### src/sv/ibrc_pkg.sv
// Package for the iBus frame decoder: frame layout constants and cell control types.
// Depends on nothing; every module of the decoder imports it.
package ibrc_pkg;

    localparam int unsigned BODY_BYTES    = 30;
    localparam int unsigned PAYLOAD_BYTES = 28;
    localparam int unsigned CHANNELS      = 14;
    // The last body byte is taken straight from the input, so the row keeps one fewer.
    localparam int unsigned STORE_CELLS   = BODY_BYTES - 1;

    localparam logic [7:0]  HDR_FIRST     = 8'h20;
    localparam logic [7:0]  HDR_SECOND    = 8'h40;
    localparam logic [15:0] SUM_START     = 16'hFFFF - 16'h0020 - 16'h0040;

    localparam logic [4:0]  LAST_BODY     = 5'(BODY_BYTES - 1);
    localparam logic [4:0]  PAYLOAD_COUNT = 5'(PAYLOAD_BYTES);
    localparam logic [3:0]  LAST_CHANNEL  = 4'(CHANNELS - 1);

    typedef logic [7:0]  byte_t;
    typedef logic [15:0] chan_val_t;

    // Control for the channel output row: parallel load or one step toward the port.
    typedef struct packed {
        logic load;
        logic shift;
    } chan_ctl_t;

endpackage

### src/sv/ibrc_byte_cell.sv
// One cell of the body byte row: holds a byte and passes it to the next cell on a shift.
// Depends on ibrc_pkg.
module ibrc_byte_cell
    import ibrc_pkg::*;
(
    input  logic  clk,
    input  logic  shift,
    input  byte_t byte_in,
    output byte_t byte_out
);

    byte_t byte_reg;
    byte_t byte_next;

    always_comb
    begin
        byte_next = shift ? byte_in : byte_reg;
    end

    always_ff @(posedge clk)
    begin
        byte_reg <= byte_next;
    end

    assign byte_out = byte_reg;

endmodule

### src/sv/ibrc_chan_cell.sv
// One cell of the channel output row: loads a channel value from the byte row or
// takes its upstream neighbor's value as results drain. Depends on ibrc_pkg.
module ibrc_chan_cell
    import ibrc_pkg::*;
(
    input  logic      clk,
    input  chan_ctl_t ctl,
    input  byte_t     low_byte,
    input  byte_t     high_byte,
    input  chan_val_t shift_in,
    output chan_val_t value
);

    chan_val_t value_reg;
    chan_val_t value_next;

    always_comb
    begin
        if (ctl.load)
        begin
            value_next = {high_byte, low_byte};
        end
        else if (ctl.shift)
        begin
            value_next = shift_in;
        end
        else
        begin
            value_next = value_reg;
        end
    end

    always_ff @(posedge clk)
    begin
        value_reg <= value_next;
    end

    assign value = value_reg;

endmodule

### src/sv/ibus_rc_frame_decoder.sv
// Top level of the iBus frame decoder: header hunt, checksum, byte row and channel row.
// Depends on ibrc_pkg, ibrc_byte_cell and ibrc_chan_cell.
//
//  channel | dir | handshake          | payload
//  --------+-----+--------------------+------------------------------------------------
//  s_*     | in  | s_tvalid/s_tready  | s_tdata[7:0] rx_byte
//  m_*     | out | m_tvalid/m_tready  | m_tdata[3:0] channel_index, [19:4] channel_value,
//          |     |                    | [23:20] zero; m_tlast last_channel
//
// One byte is taken per cycle; a good frame yields 14 results at one per cycle.
// The channel row holds one frame while it drains, so the input stalls only when a
// frame's last byte arrives while the previous frame's results are still waiting.
// Reset (rst_n low, asynchronous) returns the decoder to header hunting with the
// channel row empty. Stalls on m_tready hold the current result on the port.
module ibus_rc_frame_decoder
    import ibrc_pkg::*;
(
    input  logic        clk,
    input  logic        rst_n,
    input  logic        s_tvalid,
    output logic        s_tready,
    input  logic [7:0]  s_tdata,   // [7:0] rx_byte
    output logic        m_tvalid,
    input  logic        m_tready,
    output logic [23:0] m_tdata,   // [3:0] channel_index, [19:4] channel_value, [23:20] zero
    output logic        m_tlast
);

    logic        in_frame_reg, in_frame_next;
    logic [4:0]  body_cnt_reg, body_cnt_next;
    byte_t       prev_reg, prev_next;
    logic [15:0] sum_reg, sum_next;
    logic        busy_reg, busy_next;
    logic [3:0]  chan_reg, chan_next;

    logic      s_accept;
    logic      m_accept;
    logic      frame_end;
    logic      sum_match;
    logic      load;
    logic      store_shift;
    chan_ctl_t chan_ctl;

    byte_t     store [STORE_CELLS];
    chan_val_t drain [CHANNELS];

    assign frame_end   = in_frame_reg && (body_cnt_reg == LAST_BODY);
    assign s_tready    = !(frame_end && busy_reg);
    assign s_accept    = s_tvalid && s_tready;
    assign m_accept    = m_tvalid && m_tready;
    // The checksum is byte 28 (the newest cell, at the row head) and the incoming byte 29.
    assign sum_match   = ({s_tdata, store[0]} == sum_reg);
    assign load        = s_accept && frame_end && sum_match;
    assign store_shift = s_accept && in_frame_reg && !frame_end;

    assign chan_ctl.load  = load;
    assign chan_ctl.shift = m_accept;

    // Byte row: cell 0 takes the newest byte, so body byte j sits in cell 28 - j at frame end.
    genvar gi;
    generate
        for (gi = 0; gi < STORE_CELLS; gi++)
        begin : g_store
            if (gi == 0)
            begin : g_head
                ibrc_byte_cell u_cell (
                    .clk      (clk),
                    .shift    (store_shift),
                    .byte_in  (s_tdata),
                    .byte_out (store[gi])
                );
            end
            else
            begin : g_body
                ibrc_byte_cell u_cell (
                    .clk      (clk),
                    .shift    (store_shift),
                    .byte_in  (store[gi-1]),
                    .byte_out (store[gi])
                );
            end
        end

        for (gi = 0; gi < CHANNELS; gi++)
        begin : g_chan
            if (gi == CHANNELS - 1)
            begin : g_tail
                ibrc_chan_cell u_cell (
                    .clk       (clk),
                    .ctl       (chan_ctl),
                    .low_byte  (store[STORE_CELLS - 1 - 2*gi]),
                    .high_byte (store[STORE_CELLS - 2 - 2*gi]),
                    .shift_in  ('0),
                    .value     (drain[gi])
                );
            end
            else
            begin : g_mid
                ibrc_chan_cell u_cell (
                    .clk       (clk),
                    .ctl       (chan_ctl),
                    .low_byte  (store[STORE_CELLS - 1 - 2*gi]),
                    .high_byte (store[STORE_CELLS - 2 - 2*gi]),
                    .shift_in  (drain[gi+1]),
                    .value     (drain[gi])
                );
            end
        end
    endgenerate

    always_comb
    begin
        in_frame_next = in_frame_reg;
        body_cnt_next = body_cnt_reg;
        prev_next     = prev_reg;
        sum_next      = sum_reg;
        busy_next     = busy_reg;
        chan_next     = chan_reg;

        if (s_accept)
        begin
            prev_next = s_tdata;
            if (in_frame_reg)
            begin
                if (body_cnt_reg < PAYLOAD_COUNT)
                begin
                    sum_next = sum_reg - {8'd0, s_tdata};
                end
                if (frame_end)
                begin
                    in_frame_next = 1'b0;
                    body_cnt_next = '0;
                    sum_next      = SUM_START;
                end
                else
                begin
                    body_cnt_next = body_cnt_reg + 5'd1;
                end
            end
            else if ((s_tdata == HDR_SECOND) && (prev_reg == HDR_FIRST))
            begin
                in_frame_next = 1'b1;
                body_cnt_next = '0;
                sum_next      = SUM_START;
            end
        end

        if (m_accept)
        begin
            if (chan_reg == LAST_CHANNEL)
            begin
                busy_next = 1'b0;
            end
            else
            begin
                chan_next = chan_reg + 4'd1;
            end
        end

        if (load)
        begin
            busy_next = 1'b1;
            chan_next = '0;
        end
    end

    always_ff @(posedge clk or negedge rst_n)
    begin
        if (!rst_n)
        begin
            in_frame_reg <= 1'b0;
            body_cnt_reg <= '0;
            prev_reg     <= '0;
            sum_reg      <= SUM_START;
            busy_reg     <= 1'b0;
            chan_reg     <= '0;
        end
        else
        begin
            in_frame_reg <= in_frame_next;
            body_cnt_reg <= body_cnt_next;
            prev_reg     <= prev_next;
            sum_reg      <= sum_next;
            busy_reg     <= busy_next;
            chan_reg     <= chan_next;
        end
    end

    assign m_tvalid = busy_reg;
    assign m_tdata  = {4'd0, drain[0], chan_reg};
    assign m_tlast  = (chan_reg == LAST_CHANNEL);

`ifndef SYNTHESIS
    // A new frame must never overwrite results that are still draining.
    a_load_when_idle: assert property (@(posedge clk) disable iff (!rst_n)
        load |-> !busy_reg)
        else $error("channel row loaded while busy");

    a_count_range: assert property (@(posedge clk) disable iff (!rst_n)
        in_frame_reg |-> (body_cnt_reg <= LAST_BODY))
        else $error("body count out of range");

    a_count_idle: assert property (@(posedge clk) disable iff (!rst_n)
        !in_frame_reg |-> (body_cnt_reg == 5'd0))
        else $error("body count not cleared while hunting");

    a_last_ends: assert property (@(posedge clk) disable iff (!rst_n)
        (m_tvalid && m_tready && m_tlast) |=> !m_tvalid)
        else $error("result after last channel");
`endif

endmodule

### config.mk
export PLATFORM = sky130hd
export DESIGN_NAME = ibus_rc_frame_decoder
export DESIGN_NICKNAME = d
export VERILOG_FILES = /design/src/sv/ibrc_pkg.sv /design/src/sv/ibrc_byte_cell.sv /design/src/sv/ibrc_chan_cell.sv /design/src/sv/ibus_rc_frame_decoder.sv
export SDC_FILE = /design/constraint.sdc
export NUM_CORES = 1
export LEC_CHECK = 0
export ABC_AREA = 1
export ABC_CLOCK_PERIOD_IN_PS = 23300
export BUFFER_PORTS_ARGS = -buffer_cell sky130_fd_sc_hd__clkbuf_2
export CAP_MARGIN = 40
export CORE_ASPECT_RATIO = 1.5
export CORE_MARGIN = 8
export CORE_UTILIZATION = 45
export DETAILED_ROUTE_END_ITERATION = 12
export PLACE_DENSITY = 0.71
export SLEW_MARGIN = 20
export SYNTH_ARGS = -nofsm -noshare
export SYNTH_HDL_FRONTEND = slang
export SYNTH_SLANG_ARGS = --single-unit
### constraint.sdc
create_clock -name clk -period 23.3 [get_ports clk]
set_input_delay 1.165 -clock clk [delete_from_list [all_inputs] [get_ports clk]]
set_output_delay 1.165 -clock clk [all_outputs]
set_load 0.02 [all_outputs]
Yosys cells after proc, flatten, opt, wreduce, memory -nomap -nowiden
Index checks and enable logic that the tools add are counted.
{ "word_totals": {"register_bits": 491, "in_bits": 12, "out_inout_bits": 27} }
{ "classes": {"addsub": 3, "order_cmp": 1, "eq_ne": 7, "n_mux": 44, "reduce_logical": 18} }
{ "ops": {"columns": ["operator", "count"], "rows": [
  ["2-to-1 mux 16 bit", 32],
  ["== test 16 bit", 1],
  ["subtractor 16 x 8 -> 16 bit", 1],
  ["2-to-1 mux 5 bit", 3],
  ["2-to-1 mux 4 bit", 3],
  ["logical AND 1 bit", 9],
  ["== test 8 x 6 -> 1 bit (second input constant)", 1],
  ["== test 8 x 7 -> 1 bit (second input constant)", 1],
  ["2-to-1 mux 1 bit", 6],
  ["AND reduction 2 bit", 3],
  ["nonzero test 2 bit", 3],
  ["adder 5 x 1 -> 5 bit (second input constant)", 1],
  ["== test 5 bit (second input constant)", 1],
  ["less-than comparator 5 bit (second input constant)", 1],
  ["adder 4 x 1 -> 4 bit (second input constant)", 1],
  ["== test 4 bit (second input constant)", 1],
  ["!= test 3 x 1 -> 1 bit (second input constant)", 1],
  ["AND reduction 3 bit", 1],
  ["logical NOT 1 bit", 2],
  ["!= test 2 x 1 -> 1 bit (second input constant)", 1]
]} }

Depth between registers and ports, before layout
Gate-level depths: netlist of the first run.
{ "logic_depth": {"word_depth": 9, "ltp_mapped": 12, "depth_no_buf": 12} }

Cells and area by module
A second synthesis of the first run with hierarchy kept.
{ "hier_totals": {"cells_unflattened": 1567, "area_unflattened_um2": 19781.5} }
{ "modules_own_cells": {"columns": ["mod", "n_inst", "cells_per_inst", "area_each_um2", "seq_area_each_um2"], "rows": [
  ["ibrc_chan_cell", 14, 69, 730.7, 480.5],
  ["ibrc_byte_cell", 29, 8, 240.2, 240.2],
  ["ibus_rc_frame_decoder", 1, 369, 2585.0, 893.4]
]} }

Worst setup path after synthesis of the first run
OpenSTA, ideal clock, no wires.
{ "synth_timing": {"kind": "input port to flip-flop", "from": "input s_tvalid", "to": "register g_store[0].g_head.u_cell.byte_reg[0] (enable)", "setup_time_ns": 1.112, "arrival_ns": 17.021, "setup_slack_ns": 5.166, "cell_stages": 3, "path_buffers": 1, "cell_sequence": "nand2_1 -> buf_6 -> nor3_1"} }
{ "synth_between": {"elab_chain_len": 3} }
{ "synth_rtl": {"columns": ["element", "line_no", "source"], "rows": [
  ["from (decl)", "ibus_rc_frame_decoder.sv:20", "input logic s_tvalid,"],
  ["logical AND 1 bit", "ibus_rc_frame_decoder.sv:49", "assign s_accept = s_tvalid && s_tready;"],
  ["logical AND 1 bit (2 in series)", "ibus_rc_frame_decoder.sv:54", "assign store_shift = s_accept && in_frame_reg && !frame_end;"],
  ["via g_store[0].g_head.u_cell.shift", "ibrc_byte_cell.sv:7", "input logic shift,"],
  ["to (signal assigned)", "ibrc_byte_cell.sv:22", "byte_reg <= byte_next;"],
  ["to (decl)", "ibrc_byte_cell.sv:12", "byte_t byte_reg;"]
]} }
The timed path passes the listed nets, and every way through them passes these cells.
A chain may end at the register's enable or synchronous reset.

Worst setup path in the final report of the first run
{ "layout_timing": {"from": "input s_tdata[6]", "to": "register g_chan[0].g_mid.u_cell.value_reg[6] (enable)"} }
{ "layout_between": {"elab_chain_len": 3} }
{ "layout_rtl": {"columns": ["element", "line_no", "source"], "rows": [
  ["from (decl)", "ibus_rc_frame_decoder.sv:22", "input logic [7:0] s_tdata,"],
  ["== test 16 bit", "ibus_rc_frame_decoder.sv:52", "assign sum_match = ({s_tdata, store[0]} == sum_reg);"],
  ["logical AND 1 bit", "ibus_rc_frame_decoder.sv:53", "assign load = s_accept && frame_end && sum_match;"],
  ["nonzero test 2 bit (no source line)", null, null],
  ["to (signal assigned)", "ibrc_chan_cell.sv:35", "value_reg <= value_next;"],
  ["to (decl)", "ibrc_chan_cell.sv:14", "chan_val_t value_reg;"]
]} }
Every way passes these cells.

==> run metrics, run 1 <==
outcome=finished, final reports clean; CP max stage cell=buf_12; crit path cell chain=clkbuf_2, xnor2_1, nor2b_1, nand2_1, nor2_4, buf_12, nand3_4, nand2_4, buf_12; DR WL/cell=15.83 µm; largest net degree at the start of global routing=210; EDFF count, synth=456; Post-Layout Cell Count=2,194; Tcrit/Tclk final=0.1691; Startpoint Class=input port; max-slew violations=0; largest area contributor in the netlist=edfxtp_1; Crit path required time=about 23 ns; Placed Cells=approximately 2,100; CP max FO=about 210; Synth top area share=0.6833; Crit Path Category=input port to register; I/O Pins=39; max-cap violations=0; Synth cell types=36; synthesized area per cell=between 10 and 15 µm²; Die X=between 150 and 200 µm; crit end category=register; Initial Utilization=0.4568; Seq/Total Area, Yosys=0.7279; IO buf count=34; TritonCTS Sinks=around 490; Total GRT Usage=0.1339; most frequent cells in the layout=nand2_1 (538), edfxtp_1 (456), nand4_1 (213); CTS tree=done; Rows=between 90 and 100; # fillers=roughly 3,700; most used cell, CP=buf_12; final count of hold timing violations=0; setup bufs post-CTS=0; skew final=around 0.010 ns; most common cell after layout, fill and taps aside=nand2_1; Most used DFF post-synth=edfxtp_1; cell count after synthesis=~1,600; FMAX=253.8 MHz; Hold/Removal Path Class=register to register; share of cells above drive strength 1=0.08900; pwr dens=between 80 and 90 mW/mm²; Static Leakage=between 8 and 9 nW; Critical Path AT=~4 ns; cts hold-fix bufs=0; Vias=11,551; cell family with most CP delay=buffers and inverters; remaining global-route overflow=0; clk root buf=clkbuf_16; Yosys warning count=0; Nets=~1,600; antenna viol nets, final=0; slew margin rel.=0.2646; total CTS buffers=between 40 and 50; Worst-Skew Late Latency=~0.56 ns; die area=0.05168 mm²; DP HPWL=~19,000 µm; first-pass GRT wire length=between 50,000 and 60,000 µm; gpl congestion=0.8905; drt drc=0; minimum clock period=around 3.9 ns; Cell Area, Synth=about 0.020 mm²; vias in the first global route=roughly 11,000; drt total wl=approximately 35,000 µm; Max IR drop VDD=roughly 47 µV; DR iter-0 viols=849; Resize count post-CTS=0; mean number of vias per cell=5.265; Clock transition at path regs=~0.06 ns; top post-synthesis cells by area=edfxtp_1 (68%), nand2_1 (10%), nand4_1 (6.6%); H-Tree Depth=2; post-route setup TNS=0 ns; router iterations before antenna repair=5; initial antenna violation count=0; clk buf depth=3; Worst-Margin Slew=1.103 ns; area of the core=roughly 0.044 mm²; Yosys reg bits=491; unrepaired setup endpoints after global routing=no; max reg flops=around 220; fraction of registers with async set/reset=0.07128; # setup viols final=0; Layout area overhead=9.178%; Buf+Inv Stages, Crit Path=3; n_diodes=0; CP peak stage delay=approximately 0.7 ns; Die Span Y=approximately 270 µm
==> layer usage <==
layer	part of all wire	vias up	global-route usage	wire, µm
met5	0	-	0	0
met4	0.036	0	0.05753	1262
met3	0.040	67	0.02391	1384
met2	0.51	234	0.2315	17700
met1	0.41	5633	0.1630	14380
li1	-	5617	-	-
==> per-stage QoR <==
step	total power [mW]	hold WS, ns	setup WS (ns)	utilization	instance area (µm²)
after floorplan	1.154	0.4264	5.166	-	20050
final	1.896	0.4471	19.36	0.4987	21880
after detailed placement	1.182	0.4321	18.72	0.4650	20400
after global placement	1.177	0.4299	18.67	0.4625	20290
after global routing	1.968	0.4581	19.09	0.4987	21880
after CTS	1.916	0.4435	19.32	0.4987	21880
==> worst reg2reg max path, stage by stage, from the launching register on <==
cell and delay, ns:
edfxtp_1 0.48, xnor2_1 0.25, nand3_1 0.16, nor3_4 0.24, buf_12 0.62, nand3_4 0.25
nand2_4 0.53, buf_12 0.73
==> cell usage after synthesis (2+ instances only) <==
| library cell | n |
|---|---|
| nand3b_1 | 3 |
| nand4_1 | 213 |
| ha_1 | 12 |
| dfstp_2 | 14 |
| xnor2_1 | 10 |
| inv_2 | 2 |
| nor2_1 | 49 |
| clkbuf_1 | 16 |
| nor3_1 | 5 |
| xor2_1 | 11 |
| inv_1 | 67 |
| nand2_2 | 2 |
| buf_2 | 38 |
| nor2_2 | 4 |
| dfrtp_1 | 21 |
| a21oi_1 | 11 |
| o21ai_0 | 19 |
| a21boi_0 | 3 |
| buf_4 | 45 |
| buf_6 | 17 |
| nor3_2 | 2 |
| nand2_1 | 539 |
| edfxtp_1 | 456 |
| nand3_1 | 26 |
==> cell type report <==
class	count	area [µm²]	area share
Inverter	69	264.0	0.01207
Clock buffer	59	1252	0.05725
Clock inverter	29	227.7	0.01041
Sequential cell	491	14590	0.6667
Tap cell	576	720.7	0.03294
Multi-Input combinational cell	923	4429	0.2024
Timing Repair Buffer	47	397.9	0.01819
==> where the power goes <==
part           leakage (nW)  total [mW]  switching (mW)  internal (mW)
logic                  3.04       0.124          0.0847         0.0395
clock network         0.729       0.733           0.317          0.416
registers              4.35        1.04          0.0309           1.01
total                  8.12        1.90           0.433           1.46
==> kinds of logic (layout without fill, tap and decap cells) <==
| logic type | after synthesis | count (layout) | synth area share |
|---|---|---|---|
| flops | 491 | 491 | 0.7279 |
| xor+xnor | 21 | 21 | 0.009178 |
| other cells | 1 | 4 | 0.0001871 |
| fa+ha+maj | 13 | 13 | 0.008491 |
| buf+inv | 186 | 204 | 0.05282 |
| compound gates | 37 | 37 | 0.01005 |
| simple gates | 848 | 848 | 0.1914 |
==> path summary, 6_finish.rpt <==
path,to,cells after the start,slack (ns),from
worst min register to register,g_store[19].g_body.u_cell.byte_out[5],0,0.45,g_store[18].g_body.u_cell.byte_out[5]
worst max-delay path,g_chan[0].g_mid.u_cell.value[6],9,19.36,s_tdata[6]
worst max register to register,g_chan[0].g_mid.u_cell.value[6],7,19.49,g_store[0].g_head.u_cell.byte_out[6]
max in group asynchronous,sum_reg[12],2,22.12,rst_n
worst min-delay path,g_store[19].g_body.u_cell.byte_out[5],0,0.45,g_store[18].g_body.u_cell.byte_out[5]
min in group asynchronous,prev_reg[2],1,0.60,rst_n
Power figures use the tool's default switching activity.
==> inputs of run 2 (changes only) <==
--- a/config.mk
+++ b/config.mk
@@ -6,14 +6,14 @@
 export NUM_CORES = 1
 export LEC_CHECK = 0
 export ABC_AREA = 1
-export ABC_CLOCK_PERIOD_IN_PS = 23300
+export ABC_CLOCK_PERIOD_IN_PS = 3200
 export BUFFER_PORTS_ARGS = -buffer_cell sky130_fd_sc_hd__clkbuf_2
 export CAP_MARGIN = 40
 export CORE_ASPECT_RATIO = 1.5
 export CORE_MARGIN = 8
 export CORE_UTILIZATION = 45
 export DETAILED_ROUTE_END_ITERATION = 12
-export PLACE_DENSITY = 0.71
+export PLACE_DENSITY = 0.74
 export SLEW_MARGIN = 20
 export SYNTH_ARGS = -nofsm -noshare
 export SYNTH_HDL_FRONTEND = slang
==> constraint.sdc (replaced) <==
create_clock -name clk -period 3.2 [get_ports clk]
set_input_delay 0.16 -clock clk [delete_from_list [all_inputs] [get_ports clk]]
set_output_delay 0.16 -clock clk [all_outputs]
set_load 0.02 [all_outputs]
==> run 2 against run 1 <==
  * Non-clock buffer count grew 20
  * Combinational power rose to 7.6 times the previous value
  * Clock power increased to 7.3 times the previous value
  * Power grew to 7.3 times the previous value
  * Cell area grew 1.1%
  * Clock skew rose by 0.0098 ns
  * Wire length increased by 1.3%
  * Setup slack got worse by 19 ns
  * Critical endpoint is now g_chan[6].g_mid.u_cell.value[9]
  * Largest cell class unchanged
==> run metrics, run 2 (same netlist as run 1, synthesis figures left out) <==
Total GRT Usage=0.1360 (+0.002162); Critical Path AT=2.87 ns (-1.25 ns); drt total wl=35,190 µm (+1.3%); design area=0.02212 mm² (+1.1%); DP Area=0.02052 mm² (+0.58%); H-Tree Depth=2 (unchanged); slew margin rel.=0.2888 (+0.02419); Nets=1,624 (+1.2%); Crit path required time=3.43 ns (-20.05 ns); most common cell after layout, fill and taps aside=nand2_1; cts hold-fix bufs=11 (+11); antenna viol nets, final=0 (unchanged); CTS tree=done; Hold/Removal Path Class=input port to asynchronous set/reset pin; mean number of vias per cell=5.331 (+1.3%); crit path cell chain=nand2_1, nor2_2, nand2_4, nor2_8, nand3_2, inv_6, nand3_4, nand2_8, buf_4; max-cap violations=0 (unchanged); DR iter-0 viols=840 (-1.1%); Crit Path Category=register to register; share of cells above drive strength 1=0.09474 (+0.005745); Post-Layout Cell Count=2,212 (+0.82%); Clock transition at path regs=0.06 ns (about the same); CP max stage cell=dfrtp_1; outcome=finished, final reports clean; first-pass GRT wire length=59,290 µm (+2.5%); # fillers=3,627 (-2.6%); total CTS buffers=47 (unchanged); router iterations before antenna repair=5 (unchanged); M2 GR Usage=0.2330 (+0.001524); Die Span Y=274.5 µm (unchanged); clk root buf=clkbuf_16; area of the core=0.04387 mm² (unchanged); Layout area overhead=10.38%; cell family with most CP delay=simple AND/OR/NAND/NOR gates; vias in the first global route=11,952 (+4.4%); minimum clock period=2.642 ns; crit end category=register; Rows=94 (unchanged); Vias=11,792 (+2.1%); skew final=0.02013 ns (+0.009838 ns); FMAX=roughly 380 MHz; pwr dens=625.8 mW/mm² (+620%); remaining global-route overflow=0 (unchanged); CP max FO=62 (-70%); setup bufs post-CTS=0 (unchanged); Buf+Inv Stages, Crit Path=2 (-1); initial antenna violation count=0 (unchanged); final count of hold timing violations=0 (unchanged); max-slew violations=0 (unchanged); busiest grt layer=met2; Worst-Skew Late Latency=0.56 ns (about the same); most frequent cells in the layout=nand2_1 (537), edfxtp_1 (456), nand4_1 (213); die area=0.05168 mm² (unchanged); IO buf count=34 (unchanged); Static Leakage=8.253 nW (+1.6%); routing usage on met3=0.02480 (+0.0008901); largest net degree at the start of global routing=210 (unchanged); Startpoint Class=register; met1 GRT Util=0.1673 (+0.004254); Initial Utilization=0.4568 (unchanged); gpl congestion=0.8984 (+0.89%); # setup viols final=0 (unchanged); TritonCTS Sinks=491 (unchanged); Tcrit/Tclk final=0.8255; n_diodes=0 (unchanged); clk buf depth=3 (unchanged); DP HPWL=19,550 µm (+4.4%); Overall Power=13.84 mW (+630%); Resize count post-CTS=0 (unchanged); DR WL/cell=15.91 µm (+0.50%); Max IR drop VDD=369.2 µV (+680%); Worst-Margin Slew=1.067 ns (-0.03629 ns); max reg flops=224 (unchanged); hold slack=0.1199 ns (-0.3272 ns); Die X=188.3 µm (unchanged); drt drc=0 (unchanged); CP peak stage delay=0.45 ns (-0.26 ns); Placed Cells=2,115 (+0.43%); unrepaired setup endpoints after global routing=no; I/O Pins=39 (unchanged)
-- run 2: cell count changes in the layout (fill, tap and decap cells not counted), sizes merged --
cell | previous run | this run
bufinv | 3 | 4
buf | 13 | 22
dlygate4sd3 | 0 | 11
clkinv | 23 | 27
inv | 71 | 70
clkbuf | 93 | 87
-- run 2: final timing paths --
path                                                            start  cells after the start                                     to  slack [ns]
worst max-delay path                                  body_cnt_reg[2]                      9        g_chan[6].g_mid.u_cell.value[9]        0.56
worst min-delay path                                            rst_n                      3                            prev_reg[0]        0.12
worst max register to register                        body_cnt_reg[2]                      9        g_chan[6].g_mid.u_cell.value[9]        0.56
worst min register to register  g_store[12].g_body.u_cell.byte_out[6]                      0  g_store[13].g_body.u_cell.byte_out[6]        0.44
max in group asynchronous                                       rst_n                      3                            chan_reg[0]        2.26
min in group clk                                             s_tvalid                      4                            prev_reg[0]        0.19
-- run 2: tightest hold or removal path, cell delays in order --
cell,delay (ns)
dlygate4sd3_1,0.52
clkbuf_2,0.15
buf_12,0.20
-- run 2: metal layers --
metal / up-vias / part of all wire
met5: - / 0
met4: 0 / 0.035
met3: 84 / 0.045
met2: 277 / 0.51
met1: 5778 / 0.41
li1: 5653 / -
-- run 2: area by class of cell --
cell class	count	area, µm²	share of cell area
Clock inverter	33	251.5	0.01137
Inverter	69	264.0	0.01194
Clock buffer	53	1241	0.05611
Timing Repair Buffer	67	595.6	0.02693
Tap cell	576	720.7	0.03258
Multi-Input combinational cell	923	4459	0.2016
Sequential cell	491	14590	0.6595
-- run 2: stage by stage --
stage          worst slack, ns  utilization  TNS (ns)
5_1_grt                 0.3552       0.5042         0
4_1_cts                 0.5367       0.5042         0
3_3_place_gp            0.6540       0.4672         0
2_1_floorplan           -3.821            -   -890.29
6_report                0.5585       0.5042         0
3_5_place_dp            0.5659       0.4677         0
-- run 2: where the power goes --
part / internal [mW] / switching, mW / leakage, nW / total [mW]
sequential: 7.33 / 0.206 / 4.35 / 7.54
combinational: 0.315 / 0.626 / 3.16 / 0.941
clock: 3.10 / 2.27 / 0.738 / 5.36
total: 10.7 / 3.10 / 8.25 / 13.8
